===== src/rtl/ptg_pkg.sv =====
package ptg_pkg;

   // Phase format: unsigned fixed point, integer ticks above FRAC_BITS fraction bits.
   localparam int FRAC_BITS = 16;
   localparam int INT_BITS  = 16;
   localparam int PHASE_W   = INT_BITS + FRAC_BITS;
   localparam int STEP_W    = 24;
   localparam int SUM_W     = PHASE_W + 1;
   localparam int QUOT_BITS = SUM_W - FRAC_BITS;
   localparam int CNT_W     = $clog2(QUOT_BITS);
   localparam int HALF_W    = INT_BITS + 1;
   localparam int LEVEL_W   = 15;
   localparam int SAMPLE_W  = 16;

   localparam logic [15:0] PORT_TIMER_DATA = 16'h0042;
   localparam logic [15:0] PORT_TIMER_CMD  = 16'h0043;
   localparam logic [15:0] PORT_SYS_CTRL   = 16'h0061;

   localparam logic [1:0] CSR_PHASE_STEP = 2'd0;
   localparam logic [1:0] CSR_MIX_ENABLE = 2'd1;
   localparam logic [1:0] CSR_TONE_LEVEL = 2'd2;

   localparam logic [STEP_W-1:0]  PHASE_STEP_RESET = STEP_W'(1773160);
   localparam logic [LEVEL_W-1:0] TONE_LEVEL_RESET = LEVEL_W'(4000);
   localparam logic [INT_BITS-1:0] RELOAD_RESET    = '1;
   localparam logic [HALF_W-1:0]  HALF_RESET       = HALF_W'(65535);

   localparam logic [1:0] CHANNEL_TWO  = 2'd2;
   localparam logic [1:0] ACCESS_LATCH = 2'd0;
   localparam logic [1:0] ACCESS_LOW   = 2'd1;
   localparam logic [1:0] ACCESS_HIGH  = 2'd2;
   localparam logic [1:0] ACCESS_BOTH  = 2'd3;

   localparam logic [2:0] MODE_RATE   = 3'd2;
   localparam logic [2:0] MODE_SQUARE = 3'd3;

   localparam logic [1:0] SPEAKER_DATA_ONLY = 2'b10;
   localparam logic [1:0] SPEAKER_ON        = 2'b11;

   localparam logic signed [SAMPLE_W:0] SAMPLE_MAX = 17'sd32767;
   localparam logic signed [SAMPLE_W:0] SAMPLE_MIN = -17'sd32768;

   typedef enum logic [1:0] {
      ST_IDLE,
      ST_DIVIDE,
      ST_LEVEL,
      ST_DONE
   } state_type;

   typedef struct packed {
      logic port_write;
      logic sample_start;
      logic div_step;
      logic div_last;
      logic level_load;
      logic out_load;
   } ctrl_cmd_type;

   typedef struct packed {
      logic wave;
      logic phase_in_range;
   } dp_status_type;

endpackage


===== src/rtl/ptg_ctrl.sv =====
module ptg_ctrl (
   input  logic                    clock,
   input  logic                    reset,
   input  logic                    req_tvalid,
   input  logic                    req_mode,
   output logic                    req_tready,
   output logic                    rsp_tvalid,
   input  logic                    rsp_tready,
   input  ptg_pkg::dp_status_type  sts,
   output ptg_pkg::ctrl_cmd_type   cmd,
   output ptg_pkg::state_type      state
);

   ptg_pkg::state_type             state_ff;
   ptg_pkg::state_type             state_in;
   logic [ptg_pkg::CNT_W-1:0]      count_ff;
   logic [ptg_pkg::CNT_W-1:0]      count_in;
   logic                           valid_ff;
   logic                           valid_in;
   logic                           slot_free;

   assign slot_free  = !valid_ff || rsp_tready;
   assign rsp_tvalid = valid_ff;
   assign state      = state_ff;

   always_ff @(posedge clock) begin
      if (reset) begin
         state_ff <= ptg_pkg::ST_IDLE;
         count_ff <= '0;
         valid_ff <= 1'b0;
      end else begin
         state_ff <= state_in;
         count_ff <= count_in;
         valid_ff <= valid_in;
      end
   end

   always_comb begin
      state_in   = state_ff;
      count_in   = count_ff;
      cmd        = '0;
      req_tready = 1'b0;
      valid_in   = valid_ff && !rsp_tready;
      case (state_ff)
         ptg_pkg::ST_IDLE: begin
            req_tready = 1'b1;
            count_in   = '0;
            if (req_tvalid) begin
               if (!req_mode) begin
                  cmd.port_write = 1'b1;
               end else begin
                  cmd.sample_start = 1'b1;
                  state_in = sts.wave ? ptg_pkg::ST_DIVIDE : ptg_pkg::ST_LEVEL;
               end
            end
         end
         ptg_pkg::ST_DIVIDE: begin
            cmd.div_step = 1'b1;
            count_in     = count_ff + 1'b1;
            if (count_ff == ptg_pkg::CNT_W'(ptg_pkg::QUOT_BITS - 1)) begin
               cmd.div_last = 1'b1;
               state_in     = ptg_pkg::ST_LEVEL;
            end
         end
         ptg_pkg::ST_LEVEL: begin
            cmd.level_load = 1'b1;
            state_in       = ptg_pkg::ST_DONE;
         end
         ptg_pkg::ST_DONE: begin
            // The single output register may still hold the previous sample.
            if (slot_free) begin
               cmd.out_load = 1'b1;
               valid_in     = 1'b1;
               state_in     = ptg_pkg::ST_IDLE;
            end
         end
         default: begin
            state_in = ptg_pkg::ST_IDLE;
         end
      endcase
   end

endmodule


===== src/rtl/ptg_datapath.sv =====
module ptg_datapath (
   input  logic                                clock,
   input  logic                                reset,
   input  ptg_pkg::ctrl_cmd_type               cmd,
   output ptg_pkg::dp_status_type              sts,
   input  logic [15:0]                         port_address,
   input  logic [7:0]                          write_data,
   input  logic signed [ptg_pkg::SAMPLE_W-1:0] mix_left,
   input  logic signed [ptg_pkg::SAMPLE_W-1:0] mix_right,
   input  logic                                csr_write,
   input  logic [1:0]                          csr_index,
   input  logic [ptg_pkg::STEP_W-1:0]          csr_data,
   output logic signed [ptg_pkg::SAMPLE_W-1:0] left_sample,
   output logic signed [ptg_pkg::SAMPLE_W-1:0] right_sample
);

   // Configuration registers
   logic [ptg_pkg::STEP_W-1:0]    step_ff;
   logic                          mix_en_ff;
   logic [ptg_pkg::LEVEL_W-1:0]   tone_ff;

   // Timer channel state
   logic [1:0]                    gd_ff, gd_in;
   logic [ptg_pkg::INT_BITS-1:0]  reload_ff, reload_in;
   logic [2:0]                    cmode_ff, cmode_in;
   logic [1:0]                    access_ff, access_in;
   logic                          hbn_ff, hbn_in;
   logic [ptg_pkg::INT_BITS-1:0]  period_ff, period_in;
   logic [ptg_pkg::HALF_W-1:0]    half_ff, half_in;
   logic [ptg_pkg::PHASE_W-1:0]   phase_ff, phase_in;

   // Remainder unit and sample path
   logic [ptg_pkg::QUOT_BITS-1:0] div_ff, div_in;
   logic [ptg_pkg::FRAC_BITS-1:0] frac_ff, frac_in;
   logic [ptg_pkg::INT_BITS-1:0]  rem_ff, rem_in;
   logic signed [ptg_pkg::SAMPLE_W-1:0] mixl_ff, mixr_ff;
   logic signed [ptg_pkg::SAMPLE_W-1:0] level_ff, level_in;
   logic signed [ptg_pkg::SAMPLE_W-1:0] left_ff, left_in, right_ff, right_in;

   logic                          reload_event;
   logic [2:0]                    fold_mode;
   logic [ptg_pkg::SUM_W-1:0]     sum;
   logic [ptg_pkg::INT_BITS:0]    trial;
   logic [ptg_pkg::INT_BITS:0]    trial_diff;
   logic [ptg_pkg::INT_BITS-1:0]  rem_next;
   logic                          low_half;
   logic signed [ptg_pkg::SAMPLE_W-1:0] tone_pos;
   logic signed [ptg_pkg::SAMPLE_W:0]   sum_l, sum_r;

   assign sts.wave           = (gd_ff == ptg_pkg::SPEAKER_ON) && (reload_ff[15:1] != '0);
   assign sts.phase_in_range = phase_ff[ptg_pkg::PHASE_W-1:ptg_pkg::FRAC_BITS] < period_ff;

   assign left_sample  = left_ff;
   assign right_sample = right_ff;

   assign sum = {1'b0, phase_ff} + ptg_pkg::SUM_W'(step_ff);

   // One restoring step of the integer phase modulo the period.
   assign trial      = {rem_ff, div_ff[ptg_pkg::QUOT_BITS-1]};
   assign trial_diff = trial - {1'b0, period_ff};
   assign rem_next   = (trial >= {1'b0, period_ff}) ? trial_diff[ptg_pkg::INT_BITS-1:0]
                                                   : trial[ptg_pkg::INT_BITS-1:0];

   assign low_half = {phase_ff, 1'b0} < {half_ff, {ptg_pkg::FRAC_BITS{1'b0}}};
   assign tone_pos = $signed({1'b0, tone_ff});

   assign sum_l = $signed({mixl_ff[ptg_pkg::SAMPLE_W-1], mixl_ff})
                + $signed({level_ff[ptg_pkg::SAMPLE_W-1], level_ff});
   assign sum_r = $signed({mixr_ff[ptg_pkg::SAMPLE_W-1], mixr_ff})
                + $signed({level_ff[ptg_pkg::SAMPLE_W-1], level_ff});

   assign fold_mode = (write_data[3] && write_data[2]) ? {1'b0, write_data[2:1]}
                                                       : write_data[3:1];

   always_comb begin
      gd_in        = gd_ff;
      reload_in    = reload_ff;
      cmode_in     = cmode_ff;
      access_in    = access_ff;
      hbn_in       = hbn_ff;
      period_in    = period_ff;
      half_in      = half_ff;
      phase_in     = phase_ff;
      reload_event = 1'b0;

      if (cmd.port_write) begin
         if (port_address == ptg_pkg::PORT_TIMER_CMD) begin
            if (write_data[7:6] == ptg_pkg::CHANNEL_TWO &&
                write_data[5:4] != ptg_pkg::ACCESS_LATCH) begin
               access_in = write_data[5:4];
               cmode_in  = fold_mode;
               hbn_in    = 1'b0;
            end
         end else if (port_address == ptg_pkg::PORT_TIMER_DATA) begin
            case (access_ff)
               ptg_pkg::ACCESS_LOW: begin
                  reload_in    = {reload_ff[15:8], write_data};
                  reload_event = 1'b1;
               end
               ptg_pkg::ACCESS_HIGH: begin
                  reload_in    = {write_data, reload_ff[7:0]};
                  reload_event = 1'b1;
               end
               ptg_pkg::ACCESS_BOTH: begin
                  if (!hbn_ff) begin
                     reload_in = {reload_ff[15:8], write_data};
                     hbn_in    = 1'b1;
                  end else begin
                     reload_in    = {write_data, reload_ff[7:0]};
                     hbn_in       = 1'b0;
                     reload_event = 1'b1;
                     phase_in     = '0;
                  end
               end
               default: begin
               end
            endcase
         end else if (port_address == ptg_pkg::PORT_SYS_CTRL) begin
            gd_in = write_data[1:0];
         end
      end

      // A zero count keeps the old timing.
      if (reload_event && reload_in != '0) begin
         period_in = reload_in;
         if (cmode_ff == ptg_pkg::MODE_RATE) begin
            half_in = ptg_pkg::HALF_W'(2);
         end else if (cmode_ff == ptg_pkg::MODE_SQUARE) begin
            half_in = {1'b0, reload_in};
         end else begin
            half_in = {reload_in, 1'b0};
         end
      end

      if (cmd.div_last) begin
         phase_in = {rem_next, frac_ff};
      end
   end

   always_comb begin
      div_in  = div_ff;
      frac_in = frac_ff;
      rem_in  = rem_ff;
      if (cmd.sample_start) begin
         div_in  = sum[ptg_pkg::SUM_W-1:ptg_pkg::FRAC_BITS];
         frac_in = sum[ptg_pkg::FRAC_BITS-1:0];
         rem_in  = '0;
      end else if (cmd.div_step) begin
         div_in = {div_ff[ptg_pkg::QUOT_BITS-2:0], 1'b0};
         rem_in = rem_next;
      end
   end

   always_comb begin
      if (gd_ff == ptg_pkg::SPEAKER_DATA_ONLY) begin
         level_in = tone_pos;
      end else if (sts.wave) begin
         if (cmode_ff == ptg_pkg::MODE_SQUARE) begin
            level_in = low_half ? tone_pos : -tone_pos;
         end else begin
            level_in = low_half ? -tone_pos : tone_pos;
         end
      end else begin
         level_in = '0;
      end
   end

   always_comb begin
      if (!mix_en_ff) begin
         left_in  = level_ff;
         right_in = level_ff;
      end else begin
         if (sum_l > ptg_pkg::SAMPLE_MAX) begin
            left_in = ptg_pkg::SAMPLE_MAX[ptg_pkg::SAMPLE_W-1:0];
         end else if (sum_l < ptg_pkg::SAMPLE_MIN) begin
            left_in = ptg_pkg::SAMPLE_MIN[ptg_pkg::SAMPLE_W-1:0];
         end else begin
            left_in = sum_l[ptg_pkg::SAMPLE_W-1:0];
         end
         if (sum_r > ptg_pkg::SAMPLE_MAX) begin
            right_in = ptg_pkg::SAMPLE_MAX[ptg_pkg::SAMPLE_W-1:0];
         end else if (sum_r < ptg_pkg::SAMPLE_MIN) begin
            right_in = ptg_pkg::SAMPLE_MIN[ptg_pkg::SAMPLE_W-1:0];
         end else begin
            right_in = sum_r[ptg_pkg::SAMPLE_W-1:0];
         end
      end
   end

   always_ff @(posedge clock) begin
      if (reset) begin
         step_ff   <= ptg_pkg::PHASE_STEP_RESET;
         mix_en_ff <= 1'b1;
         tone_ff   <= ptg_pkg::TONE_LEVEL_RESET;
         gd_ff     <= '0;
         reload_ff <= ptg_pkg::RELOAD_RESET;
         cmode_ff  <= ptg_pkg::MODE_SQUARE;
         access_ff <= ptg_pkg::ACCESS_BOTH;
         hbn_ff    <= 1'b0;
         period_ff <= ptg_pkg::RELOAD_RESET;
         half_ff   <= ptg_pkg::HALF_RESET;
         phase_ff  <= '0;
      end else begin
         if (csr_write) begin
            case (csr_index)
               ptg_pkg::CSR_PHASE_STEP: step_ff   <= csr_data;
               ptg_pkg::CSR_MIX_ENABLE: mix_en_ff <= csr_data[0];
               ptg_pkg::CSR_TONE_LEVEL: tone_ff   <= csr_data[ptg_pkg::LEVEL_W-1:0];
               default: begin
               end
            endcase
         end
         gd_ff     <= gd_in;
         reload_ff <= reload_in;
         cmode_ff  <= cmode_in;
         access_ff <= access_in;
         hbn_ff    <= hbn_in;
         period_ff <= period_in;
         half_ff   <= half_in;
         phase_ff  <= phase_in;
      end
   end

   always_ff @(posedge clock) begin
      div_ff  <= div_in;
      frac_ff <= frac_in;
      rem_ff  <= rem_in;
      if (cmd.sample_start) begin
         mixl_ff <= mix_left;
         mixr_ff <= mix_right;
      end
      if (cmd.level_load) begin
         level_ff <= level_in;
      end
      if (cmd.out_load) begin
         left_ff  <= left_in;
         right_ff <= right_in;
      end
   end

endmodule


===== src/rtl/pc_speaker_tone_generator.sv =====
// Channel  Direction  Handshake                 Payload
// req      in         req_tvalid / req_tready   tuser: mode; tdata: address, byte, stereo pair
// rsp      out        rsp_tvalid / rsp_tready   tdata: left and right sample
// csr      in         csr_valid / csr_ready     csr_index, csr_data
//
// A port write is applied at acceptance and gives no result.
// A sample that plays the timer wave runs the 17-step restoring remainder of the integer phase
// against the period, then loads its level and, once the output register is free, registers it.
// A fixed-level or silent sample skips the remainder; each sample ends with a return to idle.
// Reset is synchronous and restores the timer and configuration defaults.
// The result sits in one output register; a new item is taken while it waits,
// and a sample that finishes before it is taken holds in the sequencer.
module pc_speaker_tone_generator (
   input  logic        clock,
   input  logic        reset,
   input  logic        req_tvalid,
   output logic        req_tready,
   input  logic [0:0]  req_tuser,   // [0] mode
   input  logic [55:0] req_tdata,   // [15:0] port_address, [23:16] write_data,
                                    // [39:24] mix_left, [55:40] mix_right
   output logic        rsp_tvalid,
   input  logic        rsp_tready,
   output logic [31:0] rsp_tdata,   // [15:0] left_sample, [31:16] right_sample
   input  logic        csr_valid,
   output logic        csr_ready,
   input  logic [1:0]  csr_index,
   input  logic [23:0] csr_data
);

   ptg_pkg::ctrl_cmd_type                 cmd;
   ptg_pkg::dp_status_type                sts;
   ptg_pkg::state_type                    state;
   logic signed [ptg_pkg::SAMPLE_W-1:0]   left_sample;
   logic signed [ptg_pkg::SAMPLE_W-1:0]   right_sample;

   assign csr_ready = 1'b1;
   assign rsp_tdata = {right_sample, left_sample};

   ptg_ctrl u_ctrl (
      .clock      (clock),
      .reset      (reset),
      .req_tvalid (req_tvalid),
      .req_mode   (req_tuser[0]),
      .req_tready (req_tready),
      .rsp_tvalid (rsp_tvalid),
      .rsp_tready (rsp_tready),
      .sts        (sts),
      .cmd        (cmd),
      .state      (state)
   );

   ptg_datapath u_datapath (
      .clock        (clock),
      .reset        (reset),
      .cmd          (cmd),
      .sts          (sts),
      .port_address (req_tdata[15:0]),
      .write_data   (req_tdata[23:16]),
      .mix_left     ($signed(req_tdata[39:24])),
      .mix_right    ($signed(req_tdata[55:40])),
      .csr_write    (csr_valid && csr_ready),
      .csr_index    (csr_index),
      .csr_data     (csr_data),
      .left_sample  (left_sample),
      .right_sample (right_sample)
   );

   // The integer phase must be reduced below the period when the divide ends.
   a_phase_reduced: assert property (@(posedge clock) disable iff (reset)
      (state == ptg_pkg::ST_LEVEL && sts.wave) |-> sts.phase_in_range)
      else $error("phase not reduced below period");

   // A port write never produces a result.
   a_write_no_result: assert property (@(posedge clock) disable iff (reset)
      (req_tvalid && req_tready && !req_tuser[0] && !rsp_tvalid) |=> !rsp_tvalid)
      else $error("port write produced a result");

   // A sample without the timer wave skips the remainder unit.
   a_fixed_skip: assert property (@(posedge clock) disable iff (reset)
      (req_tvalid && req_tready && req_tuser[0] && !sts.wave) |=> state == ptg_pkg::ST_LEVEL)
      else $error("fixed-level sample entered the divide");

   // New items are taken only while the sequencer is idle.
   a_busy_no_accept: assert property (@(posedge clock) disable iff (reset)
      (state != ptg_pkg::ST_IDLE) |-> !req_tready)
      else $error("item accepted while busy");

endmodule


===== config.mk =====
export PLATFORM = sky130hd
export DESIGN_NAME = pc_speaker_tone_generator
export DESIGN_NICKNAME = d
export VERILOG_FILES = /design/src/rtl/ptg_pkg.sv /design/src/rtl/ptg_ctrl.sv /design/src/rtl/ptg_datapath.sv /design/src/rtl/pc_speaker_tone_generator.sv
export SDC_FILE = /design/constraint.sdc
export NUM_CORES = 1
export LEC_CHECK = 0
export ABC_CLOCK_PERIOD_IN_PS = 4500
export BUFFER_PORTS_ARGS = -buffer_cell sky130_fd_sc_hd__buf_2
export CAP_MARGIN = 0
export CORE_ASPECT_RATIO = 1.1
export CORE_MARGIN = 2
export CORE_UTILIZATION = 60
export CTS_BUF_LIST = sky130_fd_sc_hd__clkbuf_16
export DETAILED_ROUTE_END_ITERATION = 16
export PLACE_DENSITY_LB_ADDON = 0.15
export SYNTH_ARGS = -nofsm -noshare
export SYNTH_HDL_FRONTEND = slang
export SYNTH_SLANG_ARGS = --single-unit

===== constraint.sdc =====
create_clock -name clock -period 4.5 [get_ports clock]
set_input_delay 0.675 -clock clock [delete_from_list [all_inputs] [get_ports clock]]
set_output_delay 0.675 -clock clock [all_outputs]
set_load 0.005 [all_outputs]

# Yosys cells after proc, flatten, opt, wreduce, memory -nomap -nowiden
# Cells that the tools add are included.
totals:
  ff_bits: 266
  input_bits: 88
  out_inout_bits: 35
  elab_cells: 149
op_classes:
  addsub: 6
  magnitude_cmp: 6
  eq_ne: 23
  mux: 57
  n_bitwise: 3
  reduce_logical: 31
op_table:
  columns: ["cell", "n"]
  rows:
  - ["two-way mux 16 bit", 14]
  - ["two-way mux 32 bit", 6]
  - ["two-way mux 17 bit", 4]
  - ["== test 16 x 7 -> 1 bit, second input constant", 3]
  - ["case mux 16 bit (3 select lines)", 1]
  - ["adder 16 x 16 -> 17 bit", 2]
  - ["greater-than comparator 17 x 16 -> 1 bit, second input constant", 2]
  - ["less-than comparator 17 x 16 -> 1 bit, second input constant", 2]
  - ["adder 32 x 24 -> 33 bit", 1]
  - ["less-than comparator 33 bit", 1]
  - ["two-way mux 15 bit", 2]
  - ["two-way mux 1 bit", 18]
  - ["nonzero test 2 bit", 9]
  - [">= comparator 17 x 16 -> 1 bit", 1]
  - ["== test 2 bit, second input constant", 8]
  - ["two-way mux 2 bit", 8]
  - ["negation 15 -> 16 bit", 1]
  - ["nonzero test 16 bit", 1]
  - ["subtractor 16 bit", 1]
  - ["nonzero test 15 bit", 1]
  - ["AND reduction 4 bit", 3]
  - ["case mux 5 bit (2 select lines)", 1]
  - ["!= test 2 bit, second input constant", 4]
  - ["case mux 2 bit (4 select lines)", 1]
  - ["other kinds (16)", 31]

# Depth between registers and ports, before layout
# Gate-level depths: netlist of run 1.
depth:
  ltp_word: 7
  ltp_mapped: 12
  depth_no_buf: 11

# By module
# From an unflattened synthesis of run 1, not the netlist that was laid out.
unflattened:
  hier_cells: 1660
  hier_area_um2: 14984.4
by_module_without_submodules:
  columns: ["mod", "n_inst", "cells_per_inst", "area_per_inst_um2", "seq_area_each_um2"]
  rows:
  - ["ptg_datapath", 1, 1596, 14468.9, 6296.0]
  - ["ptg_ctrl", 1, 62, 504.2, 160.2]
  - ["pc_speaker_tone_generator", 1, 2, 11.3, 0.0]

# Worst setup path after synthesis of run 1
# Ideal clock, no wire load.
synth_timing:
  kind: "input port to flip-flop"
  startpoint: "input port req_tdata[9]"
  endpoint: "register u_datapath.period_ff[12] (netlist bit)"
  setup_time_ps: 123
  arrival_time_ps: 3104
  required_time_ps: 4377
  setup_slack_ps: 1273
  path_stages: 9
  n_path_buf: 1
  cell_sequence: "or4_4 > nor4_4 > nand3_2 > a22o_1 > nor4_2 > nand3_2 > o21ai_4 > buf_6 > mux2_1"
synth_between:
  elab_chain_cells: 6
  word_cells_on_any_way: 10
  cone_classes: "eq/ne (2); mux (6); reduce/logical (2)"
synth_lines:
  columns: ["element", "line_no", "rtl"]
  rows:
  - ["from (decl)", "pc_speaker_tone_generator.sv:19", "input logic [55:0] req_tdata,"]
  - ["== test 16 x 7 -> 1 bit", "ptg_datapath.sv:94", "end else if (port_address == ptg_pkg::PORT_TIMER_DATA) begin"]
  - ["two-way mux 16 bit", "ptg_datapath.sv:94", null]
  - ["two-way mux 16 bit", "ptg_datapath.sv:87", "if (port_address == ptg_pkg::PORT_TIMER_CMD) begin"]
  - ["two-way mux 16 bit", "ptg_datapath.sv:86", "if (cmd.port_write) begin"]
  - ["nonzero test 16 bit", "ptg_datapath.sv:124", "if (reload_event && reload_in != '0) begin"]
  - ["logical AND 1 bit", "ptg_datapath.sv:124", null]
  - ["to (signal assigned)", "ptg_datapath.sv:200", "period_ff <= ptg_pkg::RELOAD_RESET;"]
  - ["to (signal assigned)", "ptg_datapath.sv:218", "period_ff <= period_in;"]
  - ["to (decl)", "ptg_datapath.sv:28", "logic [ptg_pkg::INT_BITS-1:0] period_ff, period_in;"]
# Parallel ways exist; a longest one is shown, timed or not.
# A chain may end at the register's enable or synchronous reset.

# Worst setup path in the final report of run 1
layout_timing:
  startpoint: "register u_ctrl.state_ff[0], in the netlist u_ctrl.state[0]"
  endpoint: "register u_datapath.half_ff[15] (netlist bit)"
layout_between:
  elab_chain_cells: 5
  word_cells_on_any_way: 8
  cone_classes: "mux (5); reduce/logical (3)"
layout_lines:
  columns: ["element", "line_no", "rtl"]
  rows:
  - ["from (decl)", "ptg_ctrl.sv:14", "ptg_pkg::state_type state_ff;"]
  - ["from (signal assigned)", "ptg_ctrl.sv:28", "state_ff <= ptg_pkg::ST_IDLE;"]
  - ["from (signal assigned)", "ptg_ctrl.sv:32", "state_ff <= state_in;"]
  - ["logical NOT 2 bit *", "ptg_ctrl.sv:44", "case (state_ff)"]
  - ["two-way mux 2 bit *", "ptg_ctrl.sv:44", null]
  - ["two-way mux 16 bit", "ptg_datapath.sv:86", null]
  - ["nonzero test 16 bit or two-way mux 17 bit (tied branches)", "ptg_datapath.sv:124, ptg_datapath.sv:128", null]
  - ["logical AND 1 bit or two-way mux 17 bit (tied branches)", "ptg_datapath.sv:124, ptg_datapath.sv:126", null]
  - ["to (signal assigned)", "ptg_datapath.sv:201", "half_ff <= ptg_pkg::HALF_RESET;"]
  - ["to (signal assigned)", "ptg_datapath.sv:219", "half_ff <= half_in;"]
  - ["to (decl)", "ptg_datapath.sv:29", "logic [ptg_pkg::HALF_W-1:0] half_ff, half_in;"]
# Mark *: on every way between the ends. The rest lies on a longest branch, timed or not.

==> impl_metrics.tcl, run 1 <==
set metrics [dict create \
    final_cell_mix "nand2_1 (195), dfxtp_1 (153), a21oi_1 (129)" \
    die-area_mm2 0.0261 \
    tightest_slew_ns 1.07 \
    critPathTopFamily "simple AND/OR/NAND/NOR gates" \
    nNetsFinal 1915 \
    finalHoldViolCount 0 \
    min_period_ns 3.80 \
    cts.sinks 266 \
    cts_tree "done" \
    cts-root-buf "clkbuf_16" \
    synth_top_area_share_pct 22.8 \
    synth.top_cells.by_area "edfxtp_1 (23%), dfxtp_1 (21%), ha_1 (8.3%)" \
    n_antenna_cell 0 \
    rows 60 \
    ys_seq_area_share_pct 43.4 \
    setup_tns_ns 0 \
    worst_slack_ns 0.698 \
    coreArea_mm2 0.0244 \
    die_w_um 154 \
    status "finished, final reports clean" \
    grt_pass1_wl_mm 59.2 \
    max_freq_mhz 263 \
    cp_cell_sequence "inv_1, ha_1, buf_4, nand3b_1, nor4_1, nand3_2, a22o_1, nor4_2, nand3_2, o21ai_4, buf_12, mux2i_1" \
    finish.utilization_pct 68.3 \
    clock_latency_ns 0.55 \
    criticalPathCategory "flip-flop to flip-flop" \
    n_fill_cell 1915 \
    first_global_vias 12000 \
    grt_usage_pct 27.7 \
    htree_levels 1 \
    synth_edf_count 113 \
    ff_latch_area_mm2 0.00646 \
    ctsResizeCount 0 \
    drcViolationCount 0 \
    p_per_area_mw_per_mm2 465 \
    timing.final.crit_share_pct 84.5 \
    end_kind "flip-flop" \
    vias 12500 \
    viasPerCell 6.09 \
    cp_num_buf_inv 3 \
    hpwl_mm 26.5 \
    ctsHoldBuffers 0 \
    synthDistinctLibCells 81 \
    synth_largest_area_cell "edfxtp_1" \
    crit_path_start_kind "flip-flop" \
    cp_slowest_cell "o21ai_4" \
    drtIter0Drc 839 \
    async_flop_share_pct 0 \
    syn_nets 1812 \
    critPathRequiredTime_ns 4.96 \
    pre_cts_slack_ns 0.498 \
    max-slew-margin-rel_pct 27.9 \
    hold_class "input port to flip-flop" \
    synth-seq-cells 266 \
    multi_input_area_mm2 0.00786 \
    worst-r2r-setup-slack_ns 0.70 \
    start_util_pct 61.0 \
    grt_setup_unrepaired "false" \
    crit_path_frequent_cell "nand3_2" \
    drive_above_1_share_pct 11.6 \
    vdd_drop_max_mv 0.311 \
    crit_path_max_incr_delay_ns 0.56 \
    grt_max_degree 94 \
    maxCapViolCount 0 \
    io_pins 123 \
    cp.arrival_ns 4.26 \
    cts_inserted_buffers 29 \
    setup_viol 0 \
    synth_flop_cell "dfxtp_1" \
    avgSynthCellArea_um2 9.18 \
    clk_pin_slew_ns 0.06 \
    final_common_cell "nand2_1" \
    fin_skew_ns 0.0150 \
    postRouteWirelength_mm 36.3 \
    portBuffers 121 \
    antenna_found_initial 0 \
    grt_overflow 0 \
    leakage_uw 0.00701 \
    yosysWarnings 0 \
    fp.dieH_um 169 \
    cp_max_fo 16 \
    wire_per_inst_um 17.7 \
    place_congestion 0.909 \
    firstDrtPassIters 6 \
    post_cts_buffers 0 \
    mappedNetlistArea_mm2 0.0149 \
    maxSlewViolCount 0 \
    ant_nets 0 \
    area_growth_pct 11.9 \
    cts_buffer_depth 3 \
    syn_inst 1621 \
]
==> routing by layer <==
metal / vias to the layer above / part of all wire [%] / global-route usage, %
li1: 6137 / - / -
met1: 5860 / 42 / 34.6
met2: 435 / 49 / 48.9
met3: 94 / 5.4 / 3.47
met4: 0 / 3.8 / 11.0
met5: - / 0 / 0
==> through the flow <==
step	cells	total power, µW	hold slack [ns]	area, µm²
2_1_floorplan	1621	4850	0.433	14900
3_3_place_gp	2003	5390	0.445	15800
3_5_place_dp	2003	5480	0.457	15800
4_1_cts	2056	7740	0.286	16700
5_1_grt	2056	8170	0.282	16700
6_report	2056	7740	0.302	16700
==> cells in the mapped netlist, types with 5 or more instances <==
cell type	number
a211oi_1	13
a21o_1	24
a21oi_1	129
a22o_1	10
a22oi_1	36
a31oi_1	23
and3_1	10
buf_1	5
clkbuf_1	55
dfxtp_1	153
edfxtp_1	113
ha_1	99
inv_1	76
mux2_1	9
mux2i_1	40
nand2_1	195
nand2b_1	18
nand3_1	47
nand3b_1	10
nand4_1	13
nor2_1	119
nor2b_1	22
nor3_1	32
nor3b_1	11
nor4_1	9
o211ai_1	13
o21a_1	12
o21ai_0	108
o21bai_1	7
o22ai_1	16
o311a_1	5
o311ai_0	12
o31ai_1	25
or2_2	5
or3_1	9
or4_1	10
xnor2_1	47
xor2_1	17
==> cell type report <==
| class | instances | area share [%] |
|---|---|---|
| Multi-Input combinational cell | 1209 | 47.2 |
| Sequential cell | 266 | 38.8 |
| Clock inverter | 22 | 0.774 |
| Inverter | 79 | 1.78 |
| Tap cell | 310 | 2.33 |
| Timing Repair Buffer | 139 | 4.52 |
| Clock buffer | 31 | 4.66 |
==> path summary, 6_finish.rpt <==
path / startpoint / end / depth (start not counted)
max: u_ctrl.state[0] / u_datapath.half_ff[15] / 12
min: req_tdata[27] / u_datapath.mixl_ff[3] / 1
max reg2reg: u_ctrl.state[0] / u_datapath.half_ff[15] / 12
min reg2reg: u_datapath.cmode_ff[1] / u_datapath.cmode_ff[1] / 2
==> cell families (layout without fill, tap and decap cells) <==
group                    after synthesis  count (layout)  synth area share, %
AO/OA/AOI/OAI                        463             463                 19.7
XOR/XNOR                              64              64                 3.77
adder cells (fa/ha/maj)              103             103                 8.86
buffers and inverters                146             271                 3.93
flip-flops                           266             266                 43.4
multiplexers                          50              50                 3.45
other                                  1               1               0.0252
AND/OR/NAND/NOR                      528             528                 16.9
==> report_power, final <==
part           total [µW]  leakage [µW]  switching, µW  internal (µW)
combinational        2340       0.00424           1430            910
sequential           3140       0.00228            175           2970
clock                2260      0.000484            965           1290
==> registers in the layout, indices dropped and copies added (netlist names), 17 cells and up <==
signal and flops:
u_datapath.phase_ff 32, u_datapath.step_ff 24, u_datapath.div_ff 17, u_datapath.half_ff 17
==> worst register-to-register path, stage by stage, from the launching register on <==
cell      delay (ns)
dfxtp_1         0.33
inv_1           0.09
ha_1            0.15
buf_4           0.18
nand3b_1        0.20
nor4_1          0.47
nand3_2         0.36
a22o_1          0.36
nor4_2          0.38
nand3_2         0.19
o21ai_4         0.56
buf_12          0.25
mux2i_1         0.21
Power figures use the tool's default switching activity.
==> run 2: changes to the inputs <==
- ABC_CLOCK_PERIOD_IN_PS: 4500 -> 4000
- clock period: 4.5 -> 4 ns (I/O delays scaled with it)
==> run 2 against run 1 <==
Net effect:
- combinational power rose by 14%
- register-to-register slack worse by 0.17 ns
- cell count is 0.39% higher
- sequential cell count unchanged
- count of clock-buffer cells in the layout increased by 1
- fmax grew 9.4%
- sequential power grew 13%
- cell area up 0.32%
- clock power is 9.7% higher
- non-clock buffer count is 10 higher
- global-route usage is 0.26 points higher
- core utilization rose by 0.22 points
==> impl_metrics.tcl, run 2 (synthesis results as in run 1) <==
set metrics [dict create \
    cts_buffer_depth 3 \
    met3WireLength_mm 1.91 \
    status "finished, final reports clean" \
    htree_levels 1 \
    crit_path_start_kind "flip-flop" \
    cp_max_fo 19 \
    fp.dieH_um 169 \
    top_register "u_datapath.phase_ff" \
    reg2reg_depth 11 \
    ant_nets 0 \
    hold_class "input port to flip-flop" \
    vdd_drop_max_mv 0.329 \
    reg2reg_to "u_datapath.half_ff[10]" \
    die_w_um 154 \
    p_per_area_mw_per_mm2 519 \
    place_congestion 0.904 \
    grt_max_degree 94 \
    criticalPathCategory "flip-flop to flip-flop" \
    die-area_mm2 0.0261 \
    portBuffers 121 \
    final_common_cell "nand2_1" \
    clock_latency_ns 0.54 \
    hpwl_mm 27.0 \
    ctsResizeCount 0 \
    first_global_vias 11900 \
    placed_cells 2013 \
    postRouteWirelength_mm 36.6 \
    cts-root-buf "clkbuf_16" \
    power_uw 8670 \
    setup_viol 0 \
    start_util_pct 61.0 \
    finalNonFillerCells 2064 \
    drtIter0Drc 866 \
    n_antenna_cell 0 \
    io_pins 123 \
    top_layer_used "met4" \
    pre_cts_slack_ns 0.218 \
    final_cell_mix "nand2_1 (195), dfxtp_1 (153), a21oi_1 (129)" \
    clk_pin_slew_ns 0.06 \
    hold-path-cell-count 1 \
    wirelength_met1_mm 15.6 \
    maxCapViolCount 0 \
    leakage_uw 0.00704 \
    grt_setup_unrepaired "false" \
    firstDrtPassIters 5 \
    coreArea_mm2 0.0244 \
    cts_inserted_buffers 28 \
    post_cts_buffers 0 \
    max_freq_mhz 288 \
    finalHoldViolCount 0 \
    maxSlewViolCount 0 \
    vias 12500 \
    min_period_ns 3.47 \
    cp-startpoint "u_ctrl.state[1]" \
    worst_slack_ns 0.525 \
    viasPerCell 6.06 \
    cts.sinks 266 \
    reg2reg_from "u_ctrl.state[1]" \
    ctsHoldBuffers 0 \
    end_kind "flip-flop" \
    rows 60 \
    fin_skew_ns 0.00950 \
    cp_cell_sequence "inv_1, ha_1, nand3b_1, nor4_1, nand3_2, a22o_1, nor4_2, nand3_2, o21ai_4, buf_12, mux2i_1" \
    critPathRequiredTime_ns 4.46 \
    tightest_slew_ns 0.959 \
    area_growth_pct 12.3 \
    cp.arrival_ns 3.94 \
    cp_slowest_cell "nor4_1" \
    timing.final.crit_share_pct 86.9 \
    crit_path_frequent_cell "nand3_2" \
    grt_overflow 0 \
    largest_registers "u_datapath.phase_ff x32, u_datapath.step_ff x24" \
    wl_met2_mm 18.1 \
    drcViolationCount 0 \
    setup_tns_ns 0 \
    grt_pass1_wl_mm 59.9 \
    cts_tree "done" \
    antenna_found_initial 0 \
    worstHoldStart "req_tdata[42]" \
    drive_above_1_share_pct 11.9 \
    crit_path_max_incr_delay_ns 0.44 \
    nNetsFinal 1924 \
    worst-r2r-setup-slack_ns 0.53 \
    max-slew-margin-rel_pct 36.0 \
    min_to "u_datapath.mixr_ff[2]" \
    wire_per_inst_um 17.7 \
    largest_reg_flops 32 \
    grt_usage_pct 27.9 \
]
## run 2: cell count changes in the layout (fill, tap and decap cells not counted), sizes merged
cell      change
buf          +10
bufinv        -1
clkinvlp      +2
clkbuf        +1
clkinv        -4
## run 2: layer usage
metal / GRT usage (%) / vias up
met3: 2.73 / 68
met5: 0 / -
met2: 50.8 / 407
met1: 35.0 / 5865
met4: 9.06 / 0
li1: - / 6159
## run 2: worst max-delay path, delay by kind of cell (launching register included)
kind / cells / cell delay, ns
AND/OR/NAND/NOR: 5 / 1.52
AO/OA/AOI/OAI: 2 / 0.78
adder cells (fa/ha/maj): 1 / 0.20
flip-flops: 1 / 0.34
buffers and inverters: 2 / 0.34
multiplexers: 1 / 0.21
## run 2: area by class of cell
cell class | instances | area [µm²]
clock buffers | 32 | 801
fillers | 1958 | 7690
well taps | 310 | 388
multi-input cells | 1209 | 7860
repair buffers | 149 | 828
inverters | 79 | 297
clock inverters | 19 | 82.6
flip-flops and latches | 266 | 6460
## run 2: worst max path at each step
| stage | endpoint | cells after the start |
|---|---|---|
| global placement | u_datapath.period_ff[0] | 10 |
| CTS | u_datapath.half_ff[10] | 11 |
| detailed placement | u_datapath.half_ff[9] | 10 |
| finish | u_datapath.half_ff[10] | 11 |
| global route | u_datapath.half_ff[9] | 11 |
| floorplan | u_datapath.period_ff[12] | 9 |
## run 2: report_power, final
part | switching (µW) | internal [µW] | total (µW)
sequential | 199 | 3340 | 3540
clock | 1060 | 1420 | 2480
combinational | 1610 | 1050 | 2660
## run 2: stage by stage
stage	instance area [µm²]	util, %	hold slack [ns]
final	16700	68.5	0.236
after global routing	16700	68.5	0.214
after floorplan	14900	-	0.433
after detailed placement	15800	64.9	0.458
after global placement	15800	64.9	0.445
after CTS	16700	68.5	0.220
